`src/htenc_pkg.sv`:
```
// shared types, codes and helper functions for the html text encoder
// no dependencies; imported by every module of the block
package htenc_pkg;

    // byte codes used by the classifier and the expander
    localparam logic [7:0] CH_NUL = 8'h00;
    localparam logic [7:0] CH_TAB = 8'h09;
    localparam logic [7:0] CH_LF  = 8'h0A;
    localparam logic [7:0] CH_VT  = 8'h0B;
    localparam logic [7:0] CH_FF  = 8'h0C;
    localparam logic [7:0] CH_CR  = 8'h0D;
    localparam logic [7:0] CH_SP  = 8'h20;
    localparam logic [7:0] CH_AMP = 8'h26;
    localparam logic [7:0] CH_HSH = 8'h23;
    localparam logic [7:0] CH_SEMI = 8'h3B;
    localparam logic [7:0] CH_LT  = 8'h3C;
    localparam logic [7:0] CH_GT  = 8'h3E;
    localparam logic [7:0] CH_TILDE = 8'h7E;
    localparam logic [7:0] CH_ZERO = 8'h30;

    localparam logic [7:0] WRAP_RESET = 8'd70;

    // front state codes
    localparam logic [1:0] PH_TEXT    = 2'd0;
    localparam logic [1:0] PH_HELD    = 2'd1;
    localparam logic [1:0] PH_HELD_WS = 2'd2;
    localparam logic [1:0] PH_SWALLOW = 2'd3;

    // prefix kinds
    localparam logic [1:0] PFX_NONE = 2'd0;
    localparam logic [1:0] PFX_BR   = 2'd1;
    localparam logic [1:0] PFX_PARA = 2'd2;

    // body kinds
    localparam logic [2:0] BODY_NONE = 3'd0;
    localparam logic [2:0] BODY_AMP  = 3'd1;
    localparam logic [2:0] BODY_LT   = 3'd2;
    localparam logic [2:0] BODY_GT   = 3'd3;
    localparam logic [2:0] BODY_NL   = 3'd4;
    localparam logic [2:0] BODY_LIT  = 3'd5;
    localparam logic [2:0] BODY_REF  = 3'd6;

    // fixed string selectors
    localparam logic [2:0] STR_BR   = 3'd0;
    localparam logic [2:0] STR_PARA = 3'd1;
    localparam logic [2:0] STR_AMP  = 3'd2;
    localparam logic [2:0] STR_LT   = 3'd3;
    localparam logic [2:0] STR_GT   = 3'd4;

    // command queue geometry
    localparam int QDEPTH = 4;
    localparam int QPTR_W = $clog2(QDEPTH);

    // one classified item: optional line-break prefix plus one body token
    typedef struct packed {
        logic [1:0] prefix;
        logic [2:0] body;
        logic [7:0] chr;
    } cmd_t;

    typedef struct packed {
        logic full;
        logic empty;
    } q_stat_t;

    // column add with saturation at 255
    function automatic logic [7:0] sat_add(input logic [7:0] a, input logic [2:0] k);
        logic [8:0] s;
        s = {1'b0, a} + {6'd0, k};
        return s[8] ? 8'hFF : s[7:0];
    endfunction

    function automatic logic is_ws(input logic [7:0] c);
        return (c == CH_SP) || (c == CH_TAB) || (c == CH_LF) || (c == CH_VT) ||
               (c == CH_FF) || (c == CH_CR);
    endfunction

    // binary to three bcd digits, shift-and-add-3
    function automatic logic [11:0] to_bcd(input logic [7:0] v);
        logic [19:0] sh;
        sh = {12'd0, v};
        for (int i = 0; i < 8; i++)
        begin
            if (sh[11:8] > 4'd4)
                sh[11:8] = sh[11:8] + 4'd3;
            if (sh[15:12] > 4'd4)
                sh[15:12] = sh[15:12] + 4'd3;
            if (sh[19:16] > 4'd4)
                sh[19:16] = sh[19:16] + 4'd3;
            sh = sh << 1;
        end
        return sh[19:8];
    endfunction

    // bytes of the fixed strings
    function automatic logic [7:0] str_byte(input logic [2:0] sel, input logic [2:0] idx);
        logic [7:0] b;
        b = CH_SP;
        case (sel)
            STR_BR:
            begin
                case (idx)
                    3'd0: b = CH_LT;
                    3'd1: b = 8'h62;
                    3'd2: b = 8'h72;
                    3'd3: b = CH_GT;
                    default: b = CH_LF;
                endcase
            end
            STR_PARA:
            begin
                case (idx)
                    3'd0: b = CH_LF;
                    3'd1: b = CH_LT;
                    3'd2: b = 8'h70;
                    3'd3: b = CH_GT;
                    default: b = CH_LF;
                endcase
            end
            STR_AMP:
            begin
                case (idx)
                    3'd0: b = CH_AMP;
                    3'd1: b = 8'h61;
                    3'd2: b = 8'h6D;
                    3'd3: b = 8'h70;
                    default: b = CH_SEMI;
                endcase
            end
            STR_LT:
            begin
                case (idx)
                    3'd0: b = CH_AMP;
                    3'd1: b = 8'h6C;
                    3'd2: b = 8'h74;
                    default: b = CH_SEMI;
                endcase
            end
            default:
            begin
                case (idx)
                    3'd0: b = CH_AMP;
                    3'd1: b = 8'h67;
                    3'd2: b = 8'h74;
                    default: b = CH_SEMI;
                endcase
            end
        endcase
        return b;
    endfunction

endpackage

```
`src/htenc_front.sv`:
```
// front end: takes input bytes, tracks newline and column state, classifies
// each byte into a command for the queue; depends on htenc_pkg
module htenc_front (
    input  logic                clk,
    input  logic                rst_n,
    input  logic                s_tvalid,
    output logic                s_tready,
    input  logic [7:0]          s_tdata,   // in_byte
    input  logic                s_tlast,   // in_last
    input  logic                cfg_valid,
    output logic                cfg_ready,
    input  logic [7:0]          cfg_data,  // wrap_column
    input  htenc_pkg::q_stat_t  q_stat,
    output logic                push,
    output htenc_pkg::cmd_t     push_cmd
);
    import htenc_pkg::*;

    logic [7:0] wrap_reg;
    logic [1:0] phase_reg, phase_next;
    logic       para_reg, para_next;
    logic [7:0] col_reg, col_next;
    logic       accept;
    logic       do_plain;
    logic [7:0] pcol;
    cmd_t       cmd;

    assign s_tready  = !q_stat.full;
    assign cfg_ready = 1'b1;
    assign accept    = s_tvalid && s_tready;

    // classification and state update for one byte
    always_comb
    begin
        phase_next = phase_reg;
        para_next  = para_reg;
        col_next   = col_reg;
        do_plain   = 1'b0;
        pcol       = col_reg;
        cmd.prefix = PFX_NONE;
        cmd.body   = BODY_NONE;
        cmd.chr    = s_tdata;
        if (accept)
        begin
            if (s_tdata == CH_NUL)
            begin
                phase_next = PH_TEXT;
                para_next  = 1'b0;
                col_next   = 8'd0;
            end
            else
            begin
                case (phase_reg)
                    PH_HELD, PH_HELD_WS:
                    begin
                        if (is_ws(s_tdata))
                        begin
                            if (phase_reg == PH_HELD && s_tdata == CH_LF)
                                para_next = 1'b1;
                            phase_next = PH_HELD_WS;
                        end
                        else
                        begin
                            cmd.prefix = para_reg ? PFX_PARA : PFX_BR;
                            para_next  = 1'b0;
                            pcol       = 8'd0;
                            phase_next = PH_TEXT;
                            do_plain   = 1'b1;
                        end
                    end
                    PH_SWALLOW:
                    begin
                        if (!is_ws(s_tdata))
                        begin
                            phase_next = PH_TEXT;
                            do_plain   = 1'b1;
                        end
                    end
                    default:
                    begin
                        if (s_tdata == CH_LF)
                        begin
                            phase_next = PH_HELD;
                            para_next  = 1'b0;
                        end
                        else
                            do_plain = 1'b1;
                    end
                endcase

                // plain text encoding
                if (do_plain)
                begin
                    case (s_tdata)
                        CH_AMP:
                        begin
                            cmd.body = BODY_AMP;
                            col_next = sat_add(pcol, 3'd5);
                        end
                        CH_LT:
                        begin
                            cmd.body = BODY_LT;
                            col_next = sat_add(pcol, 3'd4);
                        end
                        CH_GT:
                        begin
                            cmd.body = BODY_GT;
                            col_next = sat_add(pcol, 3'd4);
                        end
                        CH_SP, CH_TAB:
                        begin
                            if (pcol > wrap_reg)
                            begin
                                cmd.body   = BODY_NL;
                                col_next   = 8'd0;
                                phase_next = PH_SWALLOW;
                            end
                            else
                            begin
                                cmd.body = BODY_LIT;
                                col_next = sat_add(pcol, 3'd1);
                            end
                        end
                        default:
                        begin
                            if (s_tdata >= CH_SP && s_tdata <= CH_TILDE)
                            begin
                                cmd.body = BODY_LIT;
                                col_next = sat_add(pcol, 3'd1);
                            end
                            else
                            begin
                                cmd.body = BODY_REF;
                                col_next = sat_add(pcol, 3'd5);
                            end
                        end
                    endcase
                end

                // end of string
                if (s_tlast)
                begin
                    phase_next = PH_TEXT;
                    para_next  = 1'b0;
                    col_next   = 8'd0;
                end
            end
        end
    end

    assign push     = accept && (cmd.prefix != PFX_NONE || cmd.body != BODY_NONE);
    assign push_cmd = cmd;

    // state registers
    always_ff @(posedge clk or negedge rst_n)
    begin
        if (!rst_n)
        begin
            wrap_reg  <= WRAP_RESET;
            phase_reg <= PH_TEXT;
            para_reg  <= 1'b0;
            col_reg   <= 8'd0;
        end
        else
        begin
            if (cfg_valid && cfg_ready)
                wrap_reg <= cfg_data;
            phase_reg <= phase_next;
            para_reg  <= para_next;
            col_reg   <= col_next;
        end
    end

endmodule

```
`src/htenc_queue.sv`:
```
// short command queue between the front end and the expander
// depends on htenc_pkg
module htenc_queue (
    input  logic                clk,
    input  logic                rst_n,
    input  logic                push,
    input  htenc_pkg::cmd_t     push_cmd,
    input  logic                pop,
    output htenc_pkg::cmd_t     head_cmd,
    output htenc_pkg::q_stat_t  q_stat
);
    import htenc_pkg::*;

    cmd_t              slot_reg [QDEPTH];
    logic [QPTR_W-1:0] wptr_reg, rptr_reg;
    logic [QPTR_W:0]   cnt_reg, cnt_next;

    assign head_cmd     = slot_reg[rptr_reg];
    assign q_stat.full  = (cnt_reg == (QPTR_W+1)'(QDEPTH));
    assign q_stat.empty = (cnt_reg == '0);

    always_comb
    begin
        cnt_next = cnt_reg;
        if (push && !pop)
            cnt_next = cnt_reg + 1'b1;
        else if (pop && !push)
            cnt_next = cnt_reg - 1'b1;
    end

    // pointers and count
    always_ff @(posedge clk or negedge rst_n)
    begin
        if (!rst_n)
        begin
            wptr_reg <= '0;
            rptr_reg <= '0;
            cnt_reg  <= '0;
        end
        else
        begin
            if (push)
                wptr_reg <= wptr_reg + 1'b1;
            if (pop)
                rptr_reg <= rptr_reg + 1'b1;
            cnt_reg <= cnt_next;
        end
    end

    // storage
    always_ff @(posedge clk)
    begin
        if (push)
            slot_reg[wptr_reg] <= push_cmd;
    end

endmodule

```
`src/htenc_back.sv`:
```
// expander: walks the head command one output byte per cycle, while the output
// is not stalled, into a registered output stage; depends on htenc_pkg
module htenc_back (
    input  logic                clk,
    input  logic                rst_n,
    input  htenc_pkg::cmd_t     head_cmd,
    input  htenc_pkg::q_stat_t  q_stat,
    output logic                pop,
    output logic                m_tvalid,
    input  logic                m_tready,
    output logic [7:0]          m_tdata,   // out_byte
    output logic                m_tlast    // run_last
);
    import htenc_pkg::*;

    logic [3:0]  pos_reg;
    logic        ovalid_reg;
    logic [7:0]  obyte_reg;
    logic        olast_reg;
    logic        step;
    logic [3:0]  plen, blen, total, bpos, nd, dsel;
    logic [11:0] bcd;
    logic [7:0]  byte_sel;
    logic        at_end;

    assign step = !q_stat.empty && (!ovalid_reg || m_tready);

    // token lengths
    always_comb
    begin
        bcd  = to_bcd(head_cmd.chr);
        plen = (head_cmd.prefix != PFX_NONE) ? 4'd5 : 4'd0;
        nd   = (head_cmd.chr >= 8'd100) ? 4'd3 : ((head_cmd.chr >= 8'd10) ? 4'd2 : 4'd1);
        case (head_cmd.body)
            BODY_AMP: blen = 4'd5;
            BODY_LT:  blen = 4'd4;
            BODY_GT:  blen = 4'd4;
            BODY_REF: blen = 4'd3 + nd;
            BODY_NONE: blen = 4'd0;
            default:  blen = 4'd1;
        endcase
        total  = plen + blen;
        bpos   = pos_reg - plen;
        dsel   = bpos + 4'd1 - nd;
        at_end = (pos_reg == total - 4'd1);
    end

    // byte at the current position
    always_comb
    begin
        byte_sel = head_cmd.chr;
        if (pos_reg < plen)
            byte_sel = str_byte((head_cmd.prefix == PFX_PARA) ? STR_PARA : STR_BR,
                                pos_reg[2:0]);
        else
        begin
            case (head_cmd.body)
                BODY_AMP: byte_sel = str_byte(STR_AMP, bpos[2:0]);
                BODY_LT:  byte_sel = str_byte(STR_LT, bpos[2:0]);
                BODY_GT:  byte_sel = str_byte(STR_GT, bpos[2:0]);
                BODY_NL:  byte_sel = CH_LF;
                BODY_REF:
                begin
                    if (bpos == 4'd0)
                        byte_sel = CH_AMP;
                    else if (bpos == 4'd1)
                        byte_sel = CH_HSH;
                    else if (bpos == 4'd2 + nd)
                        byte_sel = CH_SEMI;
                    else
                    begin
                        case (dsel)
                            4'd0: byte_sel = CH_ZERO + {4'd0, bcd[11:8]};
                            4'd1: byte_sel = CH_ZERO + {4'd0, bcd[7:4]};
                            default: byte_sel = CH_ZERO + {4'd0, bcd[3:0]};
                        endcase
                    end
                end
                default: byte_sel = head_cmd.chr;
            endcase
        end
    end

    assign pop = step && at_end;

    // position counter and output register
    always_ff @(posedge clk or negedge rst_n)
    begin
        if (!rst_n)
        begin
            pos_reg    <= 4'd0;
            ovalid_reg <= 1'b0;
        end
        else
        begin
            if (step)
                pos_reg <= at_end ? 4'd0 : pos_reg + 4'd1;
            if (step)
                ovalid_reg <= 1'b1;
            else if (m_tready)
                ovalid_reg <= 1'b0;
        end
    end

    always_ff @(posedge clk)
    begin
        if (step)
        begin
            obyte_reg <= byte_sel;
            olast_reg <= at_end;
        end
    end

    assign m_tvalid = ovalid_reg;
    assign m_tdata  = obyte_reg;
    assign m_tlast  = olast_reg;

endmodule

```
`src/html_text_encoder_core.sv`:
```
// html text encoder, top level: front end, command queue and expander
// depends on htenc_pkg, htenc_front, htenc_queue, htenc_back
//
// Escapes a text stream into HTML, one input byte per word on s_*, one output
// byte per word on m_*. A byte is taken every cycle while the four-entry
// command queue has room; the expander emits one output byte per cycle while
// m_tready does not stall it, and an input byte expands into 1 to 11 output
// bytes (a line-break prefix of 5 plus a reference of up to 6), so the input
// stalls once the queue fills. m_tlast marks the last output byte caused by
// one input byte; input bytes that cause no output produce no word.
// wrap_column is written on cfg_* (reset 70) and must change only when idle.
module html_text_encoder_core (
    input  logic       clk,
    input  logic       rst_n,
    input  logic       s_tvalid,
    output logic       s_tready,
    input  logic [7:0] s_tdata,   // in_byte
    input  logic       s_tlast,   // in_last
    output logic       m_tvalid,
    input  logic       m_tready,
    output logic [7:0] m_tdata,   // out_byte
    output logic       m_tlast,   // run_last
    input  logic       cfg_valid,
    output logic       cfg_ready,
    input  logic [7:0] cfg_data   // wrap_column
);
    import htenc_pkg::*;

    logic    push, pop;
    cmd_t    push_cmd, head_cmd;
    q_stat_t q_stat;

    // byte classification
    htenc_front u_front (
        .clk       (clk),
        .rst_n     (rst_n),
        .s_tvalid  (s_tvalid),
        .s_tready  (s_tready),
        .s_tdata   (s_tdata),
        .s_tlast   (s_tlast),
        .cfg_valid (cfg_valid),
        .cfg_ready (cfg_ready),
        .cfg_data  (cfg_data),
        .q_stat    (q_stat),
        .push      (push),
        .push_cmd  (push_cmd)
    );

    // decoupling queue
    htenc_queue u_queue (
        .clk      (clk),
        .rst_n    (rst_n),
        .push     (push),
        .push_cmd (push_cmd),
        .pop      (pop),
        .head_cmd (head_cmd),
        .q_stat   (q_stat)
    );

    // output expansion
    htenc_back u_back (
        .clk      (clk),
        .rst_n    (rst_n),
        .head_cmd (head_cmd),
        .q_stat   (q_stat),
        .pop      (pop),
        .m_tvalid (m_tvalid),
        .m_tready (m_tready),
        .m_tdata  (m_tdata),
        .m_tlast  (m_tlast)
    );

`ifndef SYNTHESIS
    // queue never written while full
    a_no_overflow: assert property (@(posedge clk) disable iff (!rst_n)
        push |-> !q_stat.full)
        else $error("command queue overflow");

    // queue never read while empty
    a_no_underflow: assert property (@(posedge clk) disable iff (!rst_n)
        pop |-> !q_stat.empty)
        else $error("command queue underflow");

    // no output word appears without a queued command behind it
    a_no_phantom: assert property (@(posedge clk) disable iff (!rst_n)
        (q_stat.empty && !m_tvalid) |=> !m_tvalid)
        else $error("output word without command");
`endif

endmodule
```
`config.mk`:
```
export PLATFORM = sky130hd
export DESIGN_NAME = html_text_encoder_core
export DESIGN_NICKNAME = d
export VERILOG_FILES = /design/src/htenc_pkg.sv /design/src/htenc_front.sv /design/src/htenc_queue.sv /design/src/htenc_back.sv /design/src/html_text_encoder_core.sv
export SDC_FILE = /design/constraint.sdc
export NUM_CORES = 1
export LEC_CHECK = 0
export BUFFER_PORTS_ARGS = -buffer_cell sky130_fd_sc_hd__buf_2
export CAP_MARGIN = 5
export CORE_ASPECT_RATIO = 0.75
export CORE_MARGIN = 1.5
export CORE_UTILIZATION = 55
export CTS_CLUSTER_SIZE = 28
export DETAILED_ROUTE_END_ITERATION = 8
export GPL_ROUTABILITY_DRIVEN = 1
export PLACE_DENSITY = 0.73
export SETUP_SLACK_MARGIN = 0.2
export SYNTH_ARGS = -nofsm -noshare
export SYNTH_HDL_FRONTEND = slang
export SYNTH_SLANG_ARGS = --single-unit
```
`constraint.sdc`:
```
create_clock -name clk -period 6.8 [get_ports clk]
set_input_delay 0.34 -clock clk [delete_from_list [all_inputs] [get_ports clk]]
set_output_delay 0.34 -clock clk [all_outputs]
set_load 0.03 [all_outputs]
```
# ---- Yosys cells after proc, flatten, opt, wreduce, memory -nomap -nowiden
# Memories as Yosys holds them, arrays and structs flattened.
# Index checks and enable logic that the tools add are counted.
dict set report totals {
  input_bits 22
  ff_bits 40
  output_inout_bits 12
  memories 1
  word_cells 235
  ram_bits 52
}
# name words width read_ports rd_ports_with_merged_regs write_ports line_no
set memory_table {}
lappend memory_table {u_queue.slot_reg 4 13 1 0 1 htenc_queue.sv:14} ;# cmd_t slot_reg [QDEPTH];
dict set report classes {
  addsub 36
  n_reduce_logical 42
  muxes 87
  n_eq_ne 34
  order_cmp 24
}
# op n
set ops {}
lappend ops {{8-bit two-way mux} 16}
lappend ops {{7-bit case mux with 3 select lines} 5}
lappend ops {{7-bit case mux with 4 select lines} 3}
lappend ops {{4-bit by 3-bit > comparator with 1-bit output (second input constant)} 15}
lappend ops {{4-bit two-way mux} 14}
lappend ops {{4-bit by 2-bit adder with 4-bit output (second input constant)} 11}
lappend ops {{8-bit by 4-bit equality test with 1-bit output (second input constant)} 5}
lappend ops {{8-bit case mux with 5 select lines} 1}
lappend ops {{8-bit by 6-bit equality test with 1-bit output (second input constant)} 4}
lappend ops {{8-bit case mux with 4 select lines} 1}
lappend ops {{3-bit two-way mux} 10}
lappend ops {{2-bit two-way mux} 13}
lappend ops {{3-bit by 2-bit equality test with 1-bit output (second input constant)} 8}
lappend ops {{8-bit case mux with 3 select lines} 1}
lappend ops {{6-bit by 4-bit adder with 7-bit output (first input constant)} 3}
lappend ops {{8-bit by 3-bit adder with 9-bit output (second input constant)} 2}
lappend ops {{1-bit two-way mux} 16}
lappend ops {{4-bit case mux with 4 select lines} 1}
lappend ops {{8-bit case mux with 2 select lines} 1}
lappend ops {{3-bit logical NOT} 5}
lappend ops {{3-bit by 2-bit adder with 3-bit output (second input constant)} 4}
lappend ops {{3-bit by 1-bit equality test with 1-bit output (second input constant)} 4}
lappend ops {{3-bit case mux with 4 select lines} 1}
lappend ops {{5-bit two-way mux} 2}
lappend ops {{other kinds (40)} 77}

# ---- Longest topological paths before layout
dict set report depth {
  ltp_word 23
  mapped_depth 24
  mapped_depth_nobuf 23
}

# ---- By module
# From an unflattened synthesis, not the netlist that was laid out.
dict set report hier_totals {
  cells_unflattened 712
  hier_area_um2 6844.1
}
# module area_per_inst_um2 cells_per_inst instances seq_area_each_um2
set by_module_without_submodules {}
lappend by_module_without_submodules {htenc_back 2454.9 324 1 395.4}
lappend by_module_without_submodules {htenc_queue 2299.7 102 1 1736.7}
lappend by_module_without_submodules {htenc_front 2089.5 286 1 479.2}

# ---- Worst setup path after synthesis
# No wires, ideal clock.
dict set report synth_path {
  path_type {reg2reg}
  start {register u_queue.rptr_reg[0]}
  end {register u_back.obyte_reg[1], in the netlist u_back.m_tdata[1], data pin}
  setup_time_ns 0.262
  required_time_ns 6.538
  path_slack_ns 1.713
  stages_incl_launch_ff 20
  arrival_time_ns 4.824
  synth_period_minus_slack_ns 5.087
  path_buffers 2
  path_cell_list {dfrtp_1 > buf_6 > buf_2 > mux4_2 > ha_1 > or2_2 > o221a_2 > o21ai_1 > xnor2_1 > ha_1 > o31ai_2 > mux2_4 > a21oi_2 > mux2i_2 > ha_1 > inv_1 > a21oi_1 > xor2_1 > a311oi_1 > o22ai_1}
}
# element line_no
set synth_rtl {}
lappend synth_rtl {{from (decl)} htenc_queue.sv:15} ;# logic [QPTR_W-1:0] wptr_reg, rptr_reg;
lappend synth_rtl {{from (signal assigned)} htenc_queue.sv:45} ;# rptr_reg <= rptr_reg + 1'b1;
lappend synth_rtl {{to (signal assigned)} htenc_back.sv:109} ;# obyte_reg <= byte_sel;
lappend synth_rtl {{to (decl)} htenc_back.sv:18} ;# logic [7:0] obyte_reg;

# ---- Final worst setup path
dict set report layout_path {
  start {register u_queue.rptr_reg[1]}
  end {register u_back.obyte_reg[3], in the netlist u_back.m_tdata[3], data pin}
}
dict set report layout_between {
  elab_chain_cells 22
  elab_cells_between_ends 93
  cone_classes {add/sub: 23; order compare: 19; eq/ne: 15; mux: 30; reduce/logical: 5; memory: 1}
}
# element line_no
set layout_rtl {}
lappend layout_rtl {{memory 4 x 13 bit (*)} n/a}
lappend layout_rtl {{1-bit by 3-bit > comparator with 1-bit output or 1-bit by 2-bit adder with 3-bit output (tied branches)} {htenc_pkg.sv:84, htenc_pkg.sv:85}}
lappend layout_rtl {{3-bit two-way mux} htenc_pkg.sv:84} ;# if (sh[11:8] > 4'd4)
lappend layout_rtl {{4-bit by 2-bit adder with 4-bit output or 4-bit by 3-bit > comparator with 1-bit output (tied branches)} {htenc_pkg.sv:85, htenc_pkg.sv:84}}
lappend layout_rtl {{4-bit two-way mux} htenc_pkg.sv:84}
lappend layout_rtl {{4-bit by 2-bit adder with 4-bit output (tied with other cells)} htenc_pkg.sv:85} ;# sh[11:8] = sh[11:8] + 4'd3;
lappend layout_rtl {{4-bit two-way mux (on tied branches)} {htenc_pkg.sv:84, htenc_pkg.sv:86}}
lappend layout_rtl {{4-bit by 2-bit adder with 4-bit output (tied with other cells)} htenc_pkg.sv:85}
lappend layout_rtl {{(+7 left out)} n/a}
lappend layout_rtl {{6-bit by 4-bit adder with 7-bit output (on tied branches)} {htenc_back.sv:74, htenc_back.sv:73, htenc_back.sv:75}}
lappend layout_rtl {{8-bit case mux with 2 select lines} htenc_back.sv:72} ;# case (dsel)
lappend layout_rtl {{8-bit two-way mux} htenc_back.sv:68} ;# else if (bpos == 4'd2 + nd)
lappend layout_rtl {{8-bit two-way mux} htenc_back.sv:66} ;# else if (bpos == 4'd1)
lappend layout_rtl {{8-bit two-way mux} htenc_back.sv:64} ;# if (bpos == 4'd0)
lappend layout_rtl {{8-bit case mux with 5 select lines} htenc_back.sv:57} ;# case (head_cmd.body)
lappend layout_rtl {{8-bit two-way mux (*)} htenc_back.sv:52} ;# if (pos_reg < plen)
lappend layout_rtl {{named net u_back.byte_sel[3]} htenc_back.sv:23} ;# logic [7:0] byte_sel;
# Mark *: on every way through the listed nets, which the timed path passes. The rest lies on a longest branch.
# A chain may end at the register's enable or synchronous reset.

==> results.toml <==
[worst_hold_path]
hp-class = "input pin to async pin"

[detailed_routing]
drtPass1Iterations = 5
vias_per_cell = 6.20
drt-initial-drc-count = 588
routed_wl_um = 14500
wl_per_cell_um = 17.9
vias = 5021
drc = 0
antenna_left = 0

[final_layout]
areaGrowthSynthToFinish_pct = 8.97
largest_reg_flops = 52
nets = 738
drive_above_1_share = 0.130
antenna_cells = 0
fin_area_um2 = 6940

[logic_synthesis]
synth_cell_types = 75
synthArstFlopShare = 0.337
syn-cell-area_um2 = 6370
synth.ff_latch_count = 92
synthCells = 641
yosys_warnings = 0
synth.yosys.seq_area_share = 0.410
synth-edff-count = 61
ys.flop_type = "edfxtp_1"
syn_avg_cell_area_um2 = 9.94
syn-num-nets = 714

[clocking]
clock_sinks = 92
cts_root_buf = "clkbuf_16"
cts_made_buffers = 9
cts_hold_buf = 0
ctsResizeCount = 0
clk_path_buf_depth = 2
cts_tree = "done"
cts_setup_buffers = 0
insertion_delay_ps = 350
clkTransAtPathRegs_ps = 70
htreeDepth = 3

[sta]
setup_viol = 0
final-max-slew-violation-count = 0
period_share = 0.848
max_freq_mhz = 173
fin_ws_ps = 1030
slew_headroom = 0.385
worstMarginPinSlew_ps = 899
hold_violations = 0
rsz0062_at_grt = "false"
holdWs_ps = 43.7
skew_ps = 4.81
timing.setup.tns_ps = 0
finalCriticalPeriod_ps = 5770

[die]
pin_count = 34
core_area_um2 = 11100
die_area_um2 = 12200
fp.dieW_um = 127
start_util = 0.574
die_h_um = 96.2
rows = 33

[run]
cap_viol_max_count = 0

[status]
status = "complete, no violations"

[critical_path]
crit_type = "flip-flop to flip-flop"
rrSetupSlack_ps = 1030
r2r-end = "u_back.m_tdata[3]"
critPathTopFamily = "compound AO/OA/AOI/OAI gates"
worst-path-buf-inv = 3
ff2ff_path_depth = 21
endpoint_kind = "flip-flop"
worst_path_max_delay_cell = "dfrtp_1"
startpoint_type = "flip-flop"
r2r-start = "u_queue.rptr_reg[1]"
cpMostUsedCell = "ha_1"
path_cells = "mux4_2 -> inv_1 -> ha_1 -> inv_1 -> ha_1 -> or2_2 -> o221a_2 -> o21ai_1 -> xnor2_1 -> ha_1 -> o31ai_2 -> xnor2_1 -> ha_1 -> inv_1 -> a21oi_1 -> xnor2_1 -> ha_1 -> and4b_1 -> o21a_1 -> o21ai_1 -> a31oi_1"
max_stage_delay_ps = 810
cp.required_ps = 6880
arrival_ps = 5850
cp_max_fo = 16

[placed_design]
hpwl_um = 10900
post-place-ws_ps = 1100
port_buffers = 32
dpl_cell_area_um2 = 6630
place_congestion = 0.919

[global_route]
grt_antenna_before_repair = 0
grt.total_usage = 0.247
gr-total-overflow = 0
grt_pass1_wl_um = 23300
grt_max_degree = 32
grt_pass1_vias = 4565
-- cell type report --
type,instances,area (um2)
Fill cell,886,4160
Multi-Input combinational cell,473,3460
Sequential cell,92,2610
Clock buffer,9,225
Inverter,56,210
Tap cell,140,175
Timing Repair Buffer,33,168
Clock inverter,7,92.6
-- kinds of logic after synthesis --
kind of cell | share of synthesized area
compound gates | 0.169
xor+xnor | 0.0426
fa+ha+maj | 0.104
buf+inv | 0.0469
flops | 0.410
mux | 0.0772
other cells | 0.000588
simple gates | 0.150
-- worst max-delay path by stage --
stage	startpoint	end	slack, ps	cells after the start
3_3_place_gp	u_queue.rptr_reg[1]	u_back.m_tdata[1]	1340	21
2_1_floorplan	u_queue.rptr_reg[0]	u_back.m_tdata[1]	1710	19
6_report	u_queue.rptr_reg[1]	u_back.m_tdata[3]	1030	21
5_1_grt	u_queue.rptr_reg[1]	u_back.m_tdata[1]	580	22
3_5_place_dp	u_queue.rptr_reg[1]	u_back.m_tdata[3]	1100	21
4_1_cts	u_queue.rptr_reg[1]	u_back.m_tdata[3]	1060	21
-- cells in the mapped netlist, types with 13 or more instances --
master | count | area share
nor3_1 | 20 | 0.016
o21ai_0 | 45 | 0.035
edfxtp_1 | 61 | 0.29
a21oi_1 | 41 | 0.032
nor2_1 | 39 | 0.023
xnor2_1 | 22 | 0.030
inv_1 | 55 | 0.032
nand3_1 | 13 | 0.010
mux2i_1 | 14 | 0.022
clkbuf_1 | 15 | 0.0088
ha_1 | 48 | 0.094
nand2_1 | 57 | 0.034
dfrtp_1 | 28 | 0.11
-- routing by layer --
layer	GRT usage	share of wire	vias to the layer above
met5	0	0	-
met1	0.369	0.48	2385
li1	-	-	2404
met4	0.0455	0.0077	0
met3	0.0650	0.092	11
met2	0.366	0.42	221
-- through the flow --
step,utilization,std cells
after floorplan,-,641
after detailed placement,0.597,794
final,0.625,810
after global routing,0.625,810
after CTS,0.625,810
after global placement,0.597,794
-- layout by cell type (no fill, tap or decap), drive strengths merged, types with 10 or more instances in the layout --
master,n
a21oi,43
nor2,39
dfrtp,28
inv,58
mux2i,15
nor3,21
nand3,13
buf,33
ha,48
edfxtp,61
mux4,12
and2,10
nand2,57
o21ai,48
xnor2,22
Power is left out: the tool's default activity adds up to more than one toggle a clock period on the data nets, which glitch-free logic cannot reach.
